### src/rtl/core/ddo_pkg.sv
// Shared types, constants and command word for the wheel odometry block.
package ddo_pkg;

  localparam int CFG_IDX_W    = 2;
  localparam int CFG_DATA_W   = 32;
  localparam int ITER_W       = 5;
  localparam int CORDIC_STEPS = 24;
  localparam int MOD_CYCLES   = 32;

  localparam logic [CFG_IDX_W-1:0] REG_DPT  = 2'd0;
  localparam logic [CFG_IDX_W-1:0] REG_RATE = 2'd1;
  localparam logic [CFG_IDX_W-1:0] REG_IWB  = 2'd2;

  localparam logic [31:0] DPT_RESET  = 32'd1349304;
  localparam logic [13:0] RATE_RESET = 14'd50;
  localparam logic [23:0] IWB_RESET  = 24'd218453;

  localparam longint PI_Q          = 64'd1686629713;
  localparam longint HALF_PI_Q     = 64'd843314857;
  localparam longint TWO_PI_Q      = 64'd3373259426;
  localparam longint TWO32_MOD_2PI = 64'd921707870;
  localparam longint CORDIC_GAIN   = 64'd652032874;

  typedef struct packed {
    logic signed [31:0] left_count;
    logic signed [31:0] right_count;
  } in_word_t;

  typedef struct packed {
    logic signed [31:0] pos_x;
    logic signed [31:0] pos_y;
    logic signed [31:0] heading;
    logic signed [31:0] lin_speed;
    logic signed [31:0] yaw_rate;
  } out_word_t;

  typedef enum logic [3:0] {
    MUL_HALF, MUL_P, MUL_V0, MUL_V1, MUL_LO, MUL_HI, MUL_Y0, MUL_Y1,
    MUL_Q, MUL_CL, MUL_CH, MUL_SL, MUL_SH
  } mul_op_t;

  typedef struct packed {
    mul_op_t           mul_op;
    logic              ld_in;
    logic              st_half;
    logic              st_p;
    logic              st_vlo;
    logic              st_lin;
    logic              st_lo;
    logic              st_hi2;
    logic              st_ylo;
    logic              st_yaw;
    logic              mod_ld1;
    logic              mod_ld2;
    logic              mod_step;
    logic              head;
    logic              cor_step;
    logic [ITER_W-1:0] iter;
    logic              st_plo;
    logic              st_t;
    logic              upd_x;
    logic              upd_y;
    logic              out_ld;
  } cmd_t;

  function automatic logic [31:0] atan_entry(input logic [ITER_W-1:0] i);
    logic [31:0] v;
    case (i)
      5'd0:  v = 32'h3243F6A8;
      5'd1:  v = 32'h1DAC6705;
      5'd2:  v = 32'h0FADBAFC;
      5'd3:  v = 32'h07F56EA6;
      5'd4:  v = 32'h03FEAB76;
      5'd5:  v = 32'h01FFD55B;
      5'd6:  v = 32'h00FFFAAA;
      5'd7:  v = 32'h007FFF55;
      5'd8:  v = 32'h003FFFEA;
      5'd9:  v = 32'h001FFFFD;
      5'd10: v = 32'h000FFFFF;
      5'd11: v = 32'h0007FFFF;
      5'd12: v = 32'h0003FFFF;
      5'd13: v = 32'h0001FFFF;
      5'd14: v = 32'h0000FFFF;
      5'd15: v = 32'h00007FFF;
      5'd16: v = 32'h00003FFF;
      5'd17: v = 32'h00001FFF;
      5'd18: v = 32'h00000FFF;
      5'd19: v = 32'h000007FF;
      5'd20: v = 32'h000003FF;
      5'd21: v = 32'h000001FF;
      5'd22: v = 32'h000000FF;
      5'd23: v = 32'h0000007F;
      5'd24: v = 32'h0000003F;
      5'd25: v = 32'h0000001F;
      5'd26: v = 32'h0000000F;
      5'd27: v = 32'h00000008;
      5'd28: v = 32'h00000004;
      5'd29: v = 32'h00000002;
      default: v = 32'h0;
    endcase
    return v;
  endfunction

endpackage

### src/rtl/core/ddo_ctrl.sv
// Sequencer that steps the odometry datapath through one word.
module ddo_ctrl
  import ddo_pkg::*;
(
  input  logic clk,
  input  logic rst,
  input  logic in_valid,
  output logic in_ready,
  output logic out_valid,
  input  logic out_ready,
  output cmd_t cmd
);

  typedef enum logic [22:0] {
    S_IDLE   = 23'h000001,
    S_HALF   = 23'h000002,
    S_P      = 23'h000004,
    S_V0     = 23'h000008,
    S_V1     = 23'h000010,
    S_LO     = 23'h000020,
    S_HI     = 23'h000040,
    S_Y0     = 23'h000080,
    S_Y1     = 23'h000100,
    S_YAW    = 23'h000200,
    S_MOD1   = 23'h000400,
    S_Q      = 23'h000800,
    S_MOD2LD = 23'h001000,
    S_MOD2   = 23'h002000,
    S_HEAD   = 23'h004000,
    S_COR    = 23'h008000,
    S_CL     = 23'h010000,
    S_CH     = 23'h020000,
    S_SL     = 23'h040000,
    S_SH     = 23'h080000,
    S_TY     = 23'h100000,
    S_UPY    = 23'h200000,
    S_OUT    = 23'h400000
  } state_t;

  localparam logic [ITER_W-1:0] MOD_LAST = ITER_W'(MOD_CYCLES - 1);
  localparam logic [ITER_W-1:0] COR_LAST = ITER_W'(CORDIC_STEPS - 1);

  state_t            state, state_next;
  logic [ITER_W-1:0] cnt, cnt_next;
  logic              out_free;

  assign in_ready = (state == S_IDLE);
  assign out_free = !out_valid || out_ready;

  always_comb begin
    state_next = state;
    cnt_next   = cnt;
    cmd        = '0;
    cmd.mul_op = MUL_HALF;
    cmd.iter   = cnt;
    case (state)
      S_IDLE: begin
        if (in_valid) begin
          cmd.ld_in  = 1'b1;
          state_next = S_HALF;
        end
      end
      S_HALF: begin
        cmd.mul_op = MUL_HALF;
        state_next = S_P;
      end
      S_P: begin
        cmd.mul_op  = MUL_P;
        cmd.st_half = 1'b1;
        state_next  = S_V0;
      end
      S_V0: begin
        cmd.mul_op = MUL_V0;
        cmd.st_p   = 1'b1;
        state_next = S_V1;
      end
      S_V1: begin
        cmd.mul_op = MUL_V1;
        cmd.st_vlo = 1'b1;
        state_next = S_LO;
      end
      S_LO: begin
        cmd.mul_op = MUL_LO;
        cmd.st_lin = 1'b1;
        state_next = S_HI;
      end
      S_HI: begin
        cmd.mul_op = MUL_HI;
        cmd.st_lo  = 1'b1;
        state_next = S_Y0;
      end
      S_Y0: begin
        cmd.mul_op = MUL_Y0;
        cmd.st_hi2 = 1'b1;
        state_next = S_Y1;
      end
      S_Y1: begin
        cmd.mul_op = MUL_Y1;
        cmd.st_ylo = 1'b1;
        state_next = S_YAW;
      end
      S_YAW: begin
        cmd.st_yaw  = 1'b1;
        cmd.mod_ld1 = 1'b1;
        cnt_next    = '0;
        state_next  = S_MOD1;
      end
      S_MOD1: begin
        cmd.mod_step = 1'b1;
        cnt_next     = cnt + 1'b1;
        if (cnt == MOD_LAST) begin
          state_next = S_Q;
        end
      end
      S_Q: begin
        cmd.mul_op = MUL_Q;
        state_next = S_MOD2LD;
      end
      S_MOD2LD: begin
        cmd.mod_ld2 = 1'b1;
        cnt_next    = '0;
        state_next  = S_MOD2;
      end
      S_MOD2: begin
        cmd.mod_step = 1'b1;
        cnt_next     = cnt + 1'b1;
        if (cnt == MOD_LAST) begin
          state_next = S_HEAD;
        end
      end
      S_HEAD: begin
        cmd.head   = 1'b1;
        cnt_next   = '0;
        state_next = S_COR;
      end
      S_COR: begin
        cmd.cor_step = 1'b1;
        cnt_next     = cnt + 1'b1;
        if (cnt == COR_LAST) begin
          state_next = S_CL;
        end
      end
      S_CL: begin
        cmd.mul_op = MUL_CL;
        state_next = S_CH;
      end
      S_CH: begin
        cmd.mul_op = MUL_CH;
        cmd.st_plo = 1'b1;
        state_next = S_SL;
      end
      S_SL: begin
        cmd.mul_op = MUL_SL;
        cmd.st_t   = 1'b1;
        state_next = S_SH;
      end
      S_SH: begin
        cmd.mul_op = MUL_SH;
        cmd.st_plo = 1'b1;
        cmd.upd_x  = 1'b1;
        state_next = S_TY;
      end
      S_TY: begin
        cmd.st_t   = 1'b1;
        state_next = S_UPY;
      end
      S_UPY: begin
        cmd.upd_y  = 1'b1;
        state_next = S_OUT;
      end
      S_OUT: begin
        if (out_free) begin
          cmd.out_ld = 1'b1;
          state_next = S_IDLE;
        end
      end
      default: begin
        state_next = S_IDLE;
      end
    endcase
  end

  always_ff @(posedge clk) begin
    if (rst) begin
      state     <= S_IDLE;
      cnt       <= '0;
      out_valid <= 1'b0;
    end else begin
      state <= state_next;
      cnt   <= cnt_next;
      if (cmd.out_ld) begin
        out_valid <= 1'b1;
      end else if (out_ready) begin
        out_valid <= 1'b0;
      end
    end
  end

endmodule

### config.mk
export PLATFORM = sky130hd
export DESIGN_NAME = ddo_ctrl
export DESIGN_NICKNAME = d
export VERILOG_FILES = /design/src/rtl/core/ddo_pkg.sv /design/src/rtl/core/ddo_ctrl.sv
export SDC_FILE = /design/constraint.sdc
export NUM_CORES = 1
export LEC_CHECK = 0
export BUFFER_PORTS_ARGS = -buffer_cell sky130_fd_sc_hd__buf_2
export CAP_MARGIN = 20
export CORE_ASPECT_RATIO = 0.75
export CORE_MARGIN = 5
export CORE_UTILIZATION = 35
export CTS_BUF_LIST = sky130_fd_sc_hd__clkbuf_4 sky130_fd_sc_hd__clkbuf_8
export CTS_CLUSTER_DIAMETER = 120
export DETAILED_ROUTE_END_ITERATION = 6
export GPL_TIMING_DRIVEN = 0
export PLACE_DENSITY_LB_ADDON = 0.1
export SYNTH_ARGS = -nofsm -noshare
export SYNTH_HDL_FRONTEND = slang
export SYNTH_SLANG_ARGS = --single-unit
### constraint.sdc
create_clock -name clk -period 7.01 [get_ports clk]
set_clock_uncertainty 0.1 [all_clocks]
set_input_delay 1.7525 -clock clk [delete_from_list [all_inputs] [get_ports clk]]
set_output_delay 1.7525 -clock clk [all_outputs]
set_load 0.01 [all_outputs]
==> results of run 1 <==
==> stage by stage <==
stage	cells	cell area, um^2	total power, mW	worst slack [ps]
after floorplan	211	1700	0.219	3010
after detailed placement	304	1940	0.237	2660
after CTS	311	2030	0.381	2360
after global placement	304	1940	0.237	2670
after global routing	311	2030	0.396	2190
final	311	2030	0.380	2370
==> logic make-up after synthesis <==
family / count (synthesis) / share of synthesized area [%]
xor+xnor: 8 / 4.13
fa+ha+maj: 2 / 1.47
compound gates: 22 / 8.63
flops: 29 / 34.2
buf+inv: 17 / 4.87
simple gates: 131 / 45.4
mux: 2 / 1.33
==> final timing paths <==
path / start / end / slack, ps / cells past startpoint
worst max-delay path: state[12]$_SDFFE_PP0P_ / cmd[25] / 2370 / 6
worst min-delay path: state[1]$_SDFFE_PP0P_ / state[2]$_SDFFE_PP0P_ / 440 / 2
worst max register to register: state[1]$_SDFFE_PP0P_ / state[12]$_SDFFE_PP0P_ / 4220 / 8
worst min register to register: state[1]$_SDFFE_PP0P_ / state[2]$_SDFFE_PP0P_ / 440 / 2
==> cell usage after synthesis, drive strengths merged <==
cell type | n | area share (%)
nor4 | 12 | 7.3
o31ai | 1 | 0.44
and3 | 1 | 0.37
dfxtp | 29 | 34
or3 | 6 | 2.2
a2111oi | 2 | 1.0
nor2b | 3 | 1.1
inv | 11 | 2.4
nand3b | 5 | 2.2
or3b | 1 | 0.52
or2b | 1 | 0.44
clkbuf | 3 | 0.66
nand2 | 15 | 3.3
nor2 | 35 | 7.7
nor4b | 3 | 1.5
and4 | 2 | 1.0
and2 | 2 | 0.74
o21a | 1 | 0.44
a21oi | 9 | 2.9
or2 | 2 | 0.74
nand2b | 5 | 1.8
a311oi | 1 | 0.52
nand3 | 6 | 1.8
nand4 | 6 | 2.2
a211o | 1 | 0.52
or4b | 1 | 0.59
ha | 2 | 1.5
o21ai | 5 | 1.5
xor2 | 4 | 2.1
mux2 | 2 | 1.3
o2111ai | 1 | 0.88
nor3 | 15 | 4.4
buf | 3 | 1.8
nand4b | 2 | 1.0
or4 | 8 | 4.2
xnor2 | 4 | 2.1
o211ai | 1 | 0.44
==> final cells by class <==
class | count | area share, %
multi-input cells | 165 | 51.0
flip-flops and latches | 29 | 28.6
repair buffers | 33 | 8.15
clock buffers | 7 | 4.44
well taps | 60 | 3.70
plain buffers | 6 | 2.04
inverters | 11 | 2.04
==> state kept, by name, indices dropped and copies added, names as in the netlist <==
signal     count
cnt            5
state         23
out_valid      1
==> report_power, final <==
| group | internal [mW] | switching (mW) |
|---|---|---|
| Sequential | 0.168 | 0.00456 |
| Clock | 0.0816 | 0.0638 |
| Combinational | 0.0230 | 0.0391 |
| Total | 0.272 | 0.107 |
==> per-layer routing <==
layer	up-vias	track usage [%]	wire, um	part of all wire [%]
li1	846	-	-	-
met2	37	19.8	1820	40
met1	772	21.2	2430	54
met4	0	4.96	59	1.3
met3	8	3.98	224	4.9
met5	-	0	0	0
==> critical path: cells and delay by family (launching register included) <==
family	cells	cell delay [ps]
AND/OR/NAND/NOR	5	2010
buffers and inverters	1	130
flip-flops	1	380
==> run metrics, run 1 <==
CTS buffer count 5; clock buffer depth 2; Die ar. about 6400 um^2; Seq cells post-synth 29; period utilization 66.2%; Worst-Skew Late Latency approximately 280 ps; DRC errors left 0; fin util 42.3%; row count 22; VDD IR max 0.0841 mV; Detailed Route WL 4.54 mm; CTS tree yes; Hold Crit Class reg -> reg; synthesized area approximately 1700 um^2; crit-path cells nor4_4, nand2_1, or4_4, or4_4, nand4_1, buf_2; Port Buffer Count 33; crit path launch type flop; Sequential Area approximately 580 um^2; WP data arrival ~2800 ps; Final ANT Viol Nets 0; crit-path max cell delay roughly 630 ps; sequential-to-total area share from yosys stat between 30% and 40%; DR pass1 iterations 4; Max Cap Viol 0; clk slew on worst S/H paths roughly 60 ps; initial antenna violation count 0; synthesized instance count 211; filler instances approximately 520; CP max FO 8; layout cells sized above 1 23.1%; Fin. Hold Viols 0; slowest cell on the critical path or4_4; most used cell, CP or4_4; Area Growth Syn to Fin 19.5%; Final GP Congestion around 0.78; min Tclk post-route approximately 4600 ps; CP Capture Type output port; die width roughly 90 um; vias approximately 1,700; Ys Warns 0; Static Leak slightly above 0.9 nW; post-DP HPWL roughly 3.5 mm; Root Buffer clkbuf_8; nets about 260; largest net degree at the start of global routing 11; hold slack around 440 ps; Synth Area per Inst slightly above 8 um^2; Netlist cell types 43; RSZ-0062 raised after global routing no; most frequent cells in the layout nor2_1 (35), buf_2 (33), dfxtp_1 (29); area of the multi-input gates slightly above 1000 um^2; DRT iter0 DRCs 71; Initial Utilization ~35%; Setup violations, final 0; worst-margin pin slew between 500 and 600 ps; Gates resized, CTS repair 0; vias in the first global route 1,458; vias per cell about 5.3; H-tree levels 2; most common cell after layout, fill and taps aside nor2_1; Post-CTS Setup Inserts 0; DIE HEIGHT about 70 um; critical path class reg -> out; core area approximately 4800 um^2; grt ovf 0; Syn Nets 217; outcome finished, final reports clean; setup TNS 0 ps; clock sinks 29; wire length per cell between 10 and 15 um; antenna cell count 0; hold buffers post-CTS 0; Peak Freq roughly 220 MHz; gr usage total 14.4%; I/O pins 34; Req. time, crit path between 5000 and 6000 ps; first-pass GRT wire length between 7 and 8 mm; pwr dens 187 nW/um^2; Max Slew Vio Count 0; Slew HR between 60% and 70%
Power figures use the tool's default switching activity.
==> run 2: changes to the inputs <==
==> constraint.sdc (replaced) <==
create_clock -name clk -period 3.8 [get_ports clk]
set_clock_uncertainty 0.1 [all_clocks]
set_input_delay 0.95 -clock clk [delete_from_list [all_inputs] [get_ports clk]]
set_output_delay 0.95 -clock clk [all_outputs]
set_load 0.01 [all_outputs]
==> run 2 against run 1 <==
Net effect:
- flip-flop and latch count unchanged
- non-clock buffer count is 1 higher
- first-iteration DRC count shrank 9.9%
- setup slack worse by 2200 ps
- critical path type unchanged
- largest power group unchanged
==> run metrics, run 2 (synthesized netlist as in run 1, its figures left out) <==
clock buffer depth 2 (unchanged); CP Capture Type output port; vias in the first global route 1,466 (+0.55%); VDD IR max 0.155 mV (+84%); clk slew on worst S/H paths 60 ps (about the same); wire length per cell 14.6 um (+0.38%); antenna cell count 0 (unchanged); critical path class reg -> out; most common cell after layout, fill and taps aside nor2_1; Port Buffer Count 33 (unchanged); post-DP HPWL 3.50 mm (unchanged); CP max FO 6 (-2); Detailed Route WL 4.57 mm (+0.71%); Req. time, crit path 2750 ps (-2410 ps); Placed Area 1940 um^2 (unchanged); DRT iter0 DRCs 64 (-9.9%); largest net degree at the start of global routing 11 (unchanged); Peak Freq roughly 270 MHz; nets 258 (+0.39%); Top reg by flops state; period utilization between 90% and 100%; Max Cap Viol 0 (unchanged); gr usage total 14.5% (+0.068 points); I/O pins 34 (unchanged); Root Buffer clkbuf_8; row count 22 (unchanged); Regs by FF count state (23), cnt (5), out_valid (1); WP data arrival 2610 ps (-180 ps); min Tclk post-route around 3700 ps; outcome finished, final reports clean; clock sinks 29 (unchanged); pwr dens 344 nW/um^2 (+84%); first-pass GRT wire length 7.40 mm (+0.56%); setup TNS 0 ps (unchanged); Max Slew Vio Count 0 (unchanged); Fin. Hold Viols 0 (unchanged); max FFs per register 23 (unchanged); Final ANT Viol Nets 0 (unchanged); Post-CTS Setup Inserts 1 (+1); DRC errors left 0 (unchanged); Hold Crit Class reg -> reg; grt ovf 0 (unchanged); core area 4790 um^2 (unchanged); Gates resized, CTS repair 0 (unchanged); final instance area 2030 um^2 (+0.37%); Worst-Skew Late Latency 280 ps (about the same); worst-margin pin slew 536 ps (+3.12 ps); Area Growth Syn to Fin 19.9%; most frequent cells in the layout nor2_1 (35), buf_2 (33), dfxtp_1 (29); hold buffers post-CTS 0 (unchanged); crit path launch type flop; CTS buffer count 5 (unchanged); die width 90.4 um (unchanged); vias 1,656 (-0.42%); Static Leak 0.920 nW (+0.45%); RSZ-0062 raised after global routing no; Setup violations, final 0 (unchanged); Die ar. 6350 um^2 (unchanged); vias per cell 5.31 (-0.74%); CTS tree yes; initial antenna violation count 0 (unchanged); Initial Utilization 35.4% (unchanged); H-tree levels 2 (unchanged); DIE HEIGHT 70.3 um (unchanged); Final GP Congestion 0.784 (unchanged); layout cells sized above 1 23.4% (+0.31 points); DR pass1 iterations 4 (unchanged); Slew HR 64.2% (-0.21 points)
==> run 2: layout make-up <==
type	instances	area, um^2
Multi-Input combinational cell	165	1030
Timing Repair Buffer	34	173
Tap cell	60	75.1
Sequential cell	29	581
Inverter	11	41.3
Buffer	6	41.3
Fill cell	518	2760
Clock buffer	7	90.1
==> run 2: per-layer routing <==
metal / vias up / GRT usage [%] / share of wire [%]
li1: 848 / - / -
met1: 772 / 21.3 / 54
met2: 28 / 20.0 / 40
met3: 8 / 3.98 / 4.3
met4: 0 / 4.96 / 1.3
met5: - / 0 / 0
==> run 2: per-stage QoR <==
stage               power (mW)  hold slack, ps  utilization, %  setup WS [ps]  std cells
floorplan                0.404             392               -            598        211
global placement         0.438             425            40.4            259        304
detailed placement       0.438             437            40.4            249        304
CTS                      0.702             444            42.5            129        312
global route             0.731             474            42.5           34.9        312
finish                   0.700             443            42.5            143        312
==> run 2: where the power goes <==
part	total, mW	internal [mW]	switching, mW
clock network	0.268	0.151	0.117
registers	0.318	0.309	0.00836
logic	0.115	0.0424	0.0722
total	0.700	0.502	0.198
==> run 2: worst max-delay path: stages (launching register included) <==
cell and delay (ps):
dfxtp_1 340, nor4_2 390, nand2_1 220, or4_4 620
or4_4 520, nand4_1 110, buf_2 130
==> run 2: path summary, 6_finish.rpt <==
check                   startpoint                endpoint  slack [ps]  cells past startpoint
max          state[9]$_SDFFE_PP0P_                 cmd[25]         140                      6
min          state[1]$_SDFFE_PP0P_   state[2]$_SDFFE_PP0P_         440                      2
max reg2reg  state[1]$_SDFFE_PP0P_  state[12]$_SDFFE_PP0P_        1010                      8
min reg2reg  state[1]$_SDFFE_PP0P_   state[2]$_SDFFE_PP0P_         440                      2
==> run 3: changes to the inputs <==
--- a/config.mk
+++ b/config.mk
@@ -5,6 +5,7 @@
 export SDC_FILE = /design/constraint.sdc
 export NUM_CORES = 1
 export LEC_CHECK = 0
+export ABC_AREA = 1
 export BUFFER_PORTS_ARGS = -buffer_cell sky130_fd_sc_hd__buf_2
 export CAP_MARGIN = 20
 export CORE_ASPECT_RATIO = 0.75
==> run 3 against run 2 <==
Net effect:
- clock power up 1%
- fmax is 21% higher
- global-route usage grew 0.69 points
- largest cell class unchanged
==> run metrics, run 3 <==
outcome finished, final reports clean; synthesized area 2020 um^2 (+19%); row count 24 (+9.1%); critical path class reg -> out; crit-path max cell delay 320 ps (-300 ps); nets 368 (+43%); synthesized instance count 322 (+53%); Worst-Skew Late Latency 290 ps (about the same); crit-path cells nor2_2, nand2_2, nor2_8, buf_2, nand3_1, nand2_1, inv_1, o2111ai_1, buf_2; most used cell, CP buf_2; Regs by FF count state (23), cnt (5), out_valid (1); initial antenna violation count 0 (unchanged); CP Capture Type output port; setup TNS 0 ps (unchanged); Gates resized, CTS repair 0 (unchanged); clock sinks 29 (unchanged); Detailed Route WL 5.30 mm (+16%); Static Leak 1.35 nW (+47%); DRC errors left 0 (unchanged); vias per cell 4.54 (-14%); CTS buffer count 5 (unchanged); hold buffers post-CTS 0 (unchanged); vias 2,003 (+21%); H-tree levels 2 (unchanged); Max Cap Viol 0 (unchanged); Placed Area 2280 um^2 (+18%); clock buffer depth 2 (unchanged); Max Slew Vio Count 0 (unchanged); Seq cells post-synth 29 (unchanged); Top reg by flops state; period utilization 79.8% (-16 points); top area cells in the synthesized netlist dfxtp_1 (29%), nand3_1 (12%), inv_1 (11%); Synth Area per Inst 6.27 um^2 (-22%); DIE HEIGHT 75.8 um (+7.8%); Setup violations, final 0 (unchanged); slowest cell on the critical path dfxtp_1; Fin. Hold Viols 0 (unchanged); CP max FO 10 (+4); min Tclk post-route 3030 ps (-626 ps); EDFF count, synth 0 (unchanged); Final ANT Viol Nets 0 (unchanged); wl on met1 2.87 mm (+15%); DRT iter0 DRCs 89 (+39%); WP data arrival 1980 ps (-630 ps); Initial Utilization 35.4% (about the same); most frequent cells in the layout inv_1 (60), nor2_1 (60), nand2_1 (51); Port Buffer Count 33 (unchanged); core area 5710 um^2 (+19%); RSZ-0062 raised after global routing no; Root Buffer clkbuf_8; wire length per cell 12.0 um (-18%); worst-margin pin slew 541 ps (+4.40 ps); largest net degree at the start of global routing 11 (unchanged); met2 wire len 2.15 mm (+18%); Die ar. 7400 um^2 (+17%); layout cells sized above 1 22.9% (-0.55 points); Peak Freq 330 MHz (+21%); first-pass GRT wire length 8.79 mm (+19%); CTS tree yes; filler instances 636 (+23%); I/O pins 34 (unchanged); grt ovf 0 (unchanged); clk slew on worst S/H paths 70 ps (about the same); cell family with the largest share of critical-path delay simple AND/OR/NAND/NOR gates; most common flop cell mapped by yosys dfxtp_1; sequential-to-total area share from yosys stat 28.7% (-5.5 points); Hold Crit Class reg -> reg; Final GP Congestion 0.785 (about the same); top cell type's share of synthesized area 28.7% (-5.5 points); DR pass1 iterations 4 (unchanged); vias in the first global route 1,836 (+25%); CP Buf/Inv Count 3 (+2); DR WL met3 220 um (+12%); final instance area 2370 um^2 (+17%); max FFs per register 23 (unchanged); crit path launch type flop; post-DP HPWL 4.23 mm (+21%); top layer in use met4; most frequent cells after synthesis inv_1 (60), nor2_1 (60), nand2_1 (51), nand3_1 (48), dfxtp_1 (29); Ys Warns 0 (unchanged); fin util 41.6% (-0.88 points); Post-CTS Setup Inserts 0 (-1); Area Growth Syn to Fin 17.5%; Slew HR 63.9% (-0.29 points); Req. time, crit path 2750 ps (about the same); die width 97.7 um (+8.1%); antenna cell count 0 (unchanged); pwr dens 659 nW/um^2 (+91%); Netlist cell types 30 (-30%); gr usage total 15.2% (+0.69 points); VDD IR max 0.324 mV (+110%); asr flop ratio synth 0% (unchanged); Syn Nets 328 (+51%); Synth area leader dfxtp_1
## run 3: worst reg2reg max path, delay by kind of cell (launching register included)
family        cells  cell delay (ps)
simple gates      5              580
flops             1              410
buf+inv           4              380
fa+ha+maj         2              350
## run 3: layer usage
| metal | vias up | global-route usage, % |
|---|---|---|
| met1 | 880 | 22.0 |
| met2 | 42 | 22.6 |
| met4 | 0 | 5.07 |
| li1 | 1075 | - |
| met3 | 6 | 2.93 |
| met5 | - | 0 |
## run 3: power breakdown
group	internal (mW)	switching [mW]	total [mW]
Combinational	0.293	0.615	0.908
Sequential	0.342	0.0417	0.384
Clock	0.151	0.120	0.272
## run 3: worst paths after layout
path                            slack (ps)                     end  depth (start not counted)             startpoint
worst min-delay path                   380     cnt[3]$_SDFFE_PP0P_                          2    cnt[3]$_SDFFE_PP0P_
worst min register to register         380     cnt[3]$_SDFFE_PP0P_                          2    cnt[3]$_SDFFE_PP0P_
worst max-delay path                   770                 cmd[26]                          9  state[6]$_SDFFE_PP0P_
worst max register to register        1920  state[20]$_SDFFE_PP0P_                         11    cnt[0]$_SDFFE_PP0P_
## run 3: logic make-up after synthesis
kind of cell	after synthesis	share of synthesized area [%]
adders and majority gates	2	1.24
buffers and inverters	70	14.4
AOI/OAI and AO/OA	12	3.72
DFF	29	28.7
xor gates and xnor gates	1	0.434
and+or+nand+nor	208	51.4
## run 3: layout make-up
type	count	area, um^2	area share, %
Clock buffer	8	91.3	3.85
Buffer	8	58.8	2.48
Timing Repair Buffer	33	165	6.96
Tap cell	78	97.6	4.11
Multi-Input combinational cell	223	1150	48.3
Sequential cell	29	581	24.5
Inverter	62	233	9.80
## run 3: per-stage QoR
step                      setup slack (ps)  hold WS [ps]  instances  power [mW]
after floorplan                       1400           389        322        1.08
after global placement                1050           369        433        1.30
after detailed placement              1060           377        433        1.31
after CTS                              740           388        441        1.58
after global routing                   588           413        441        1.70
final                                  769           384        441        1.56
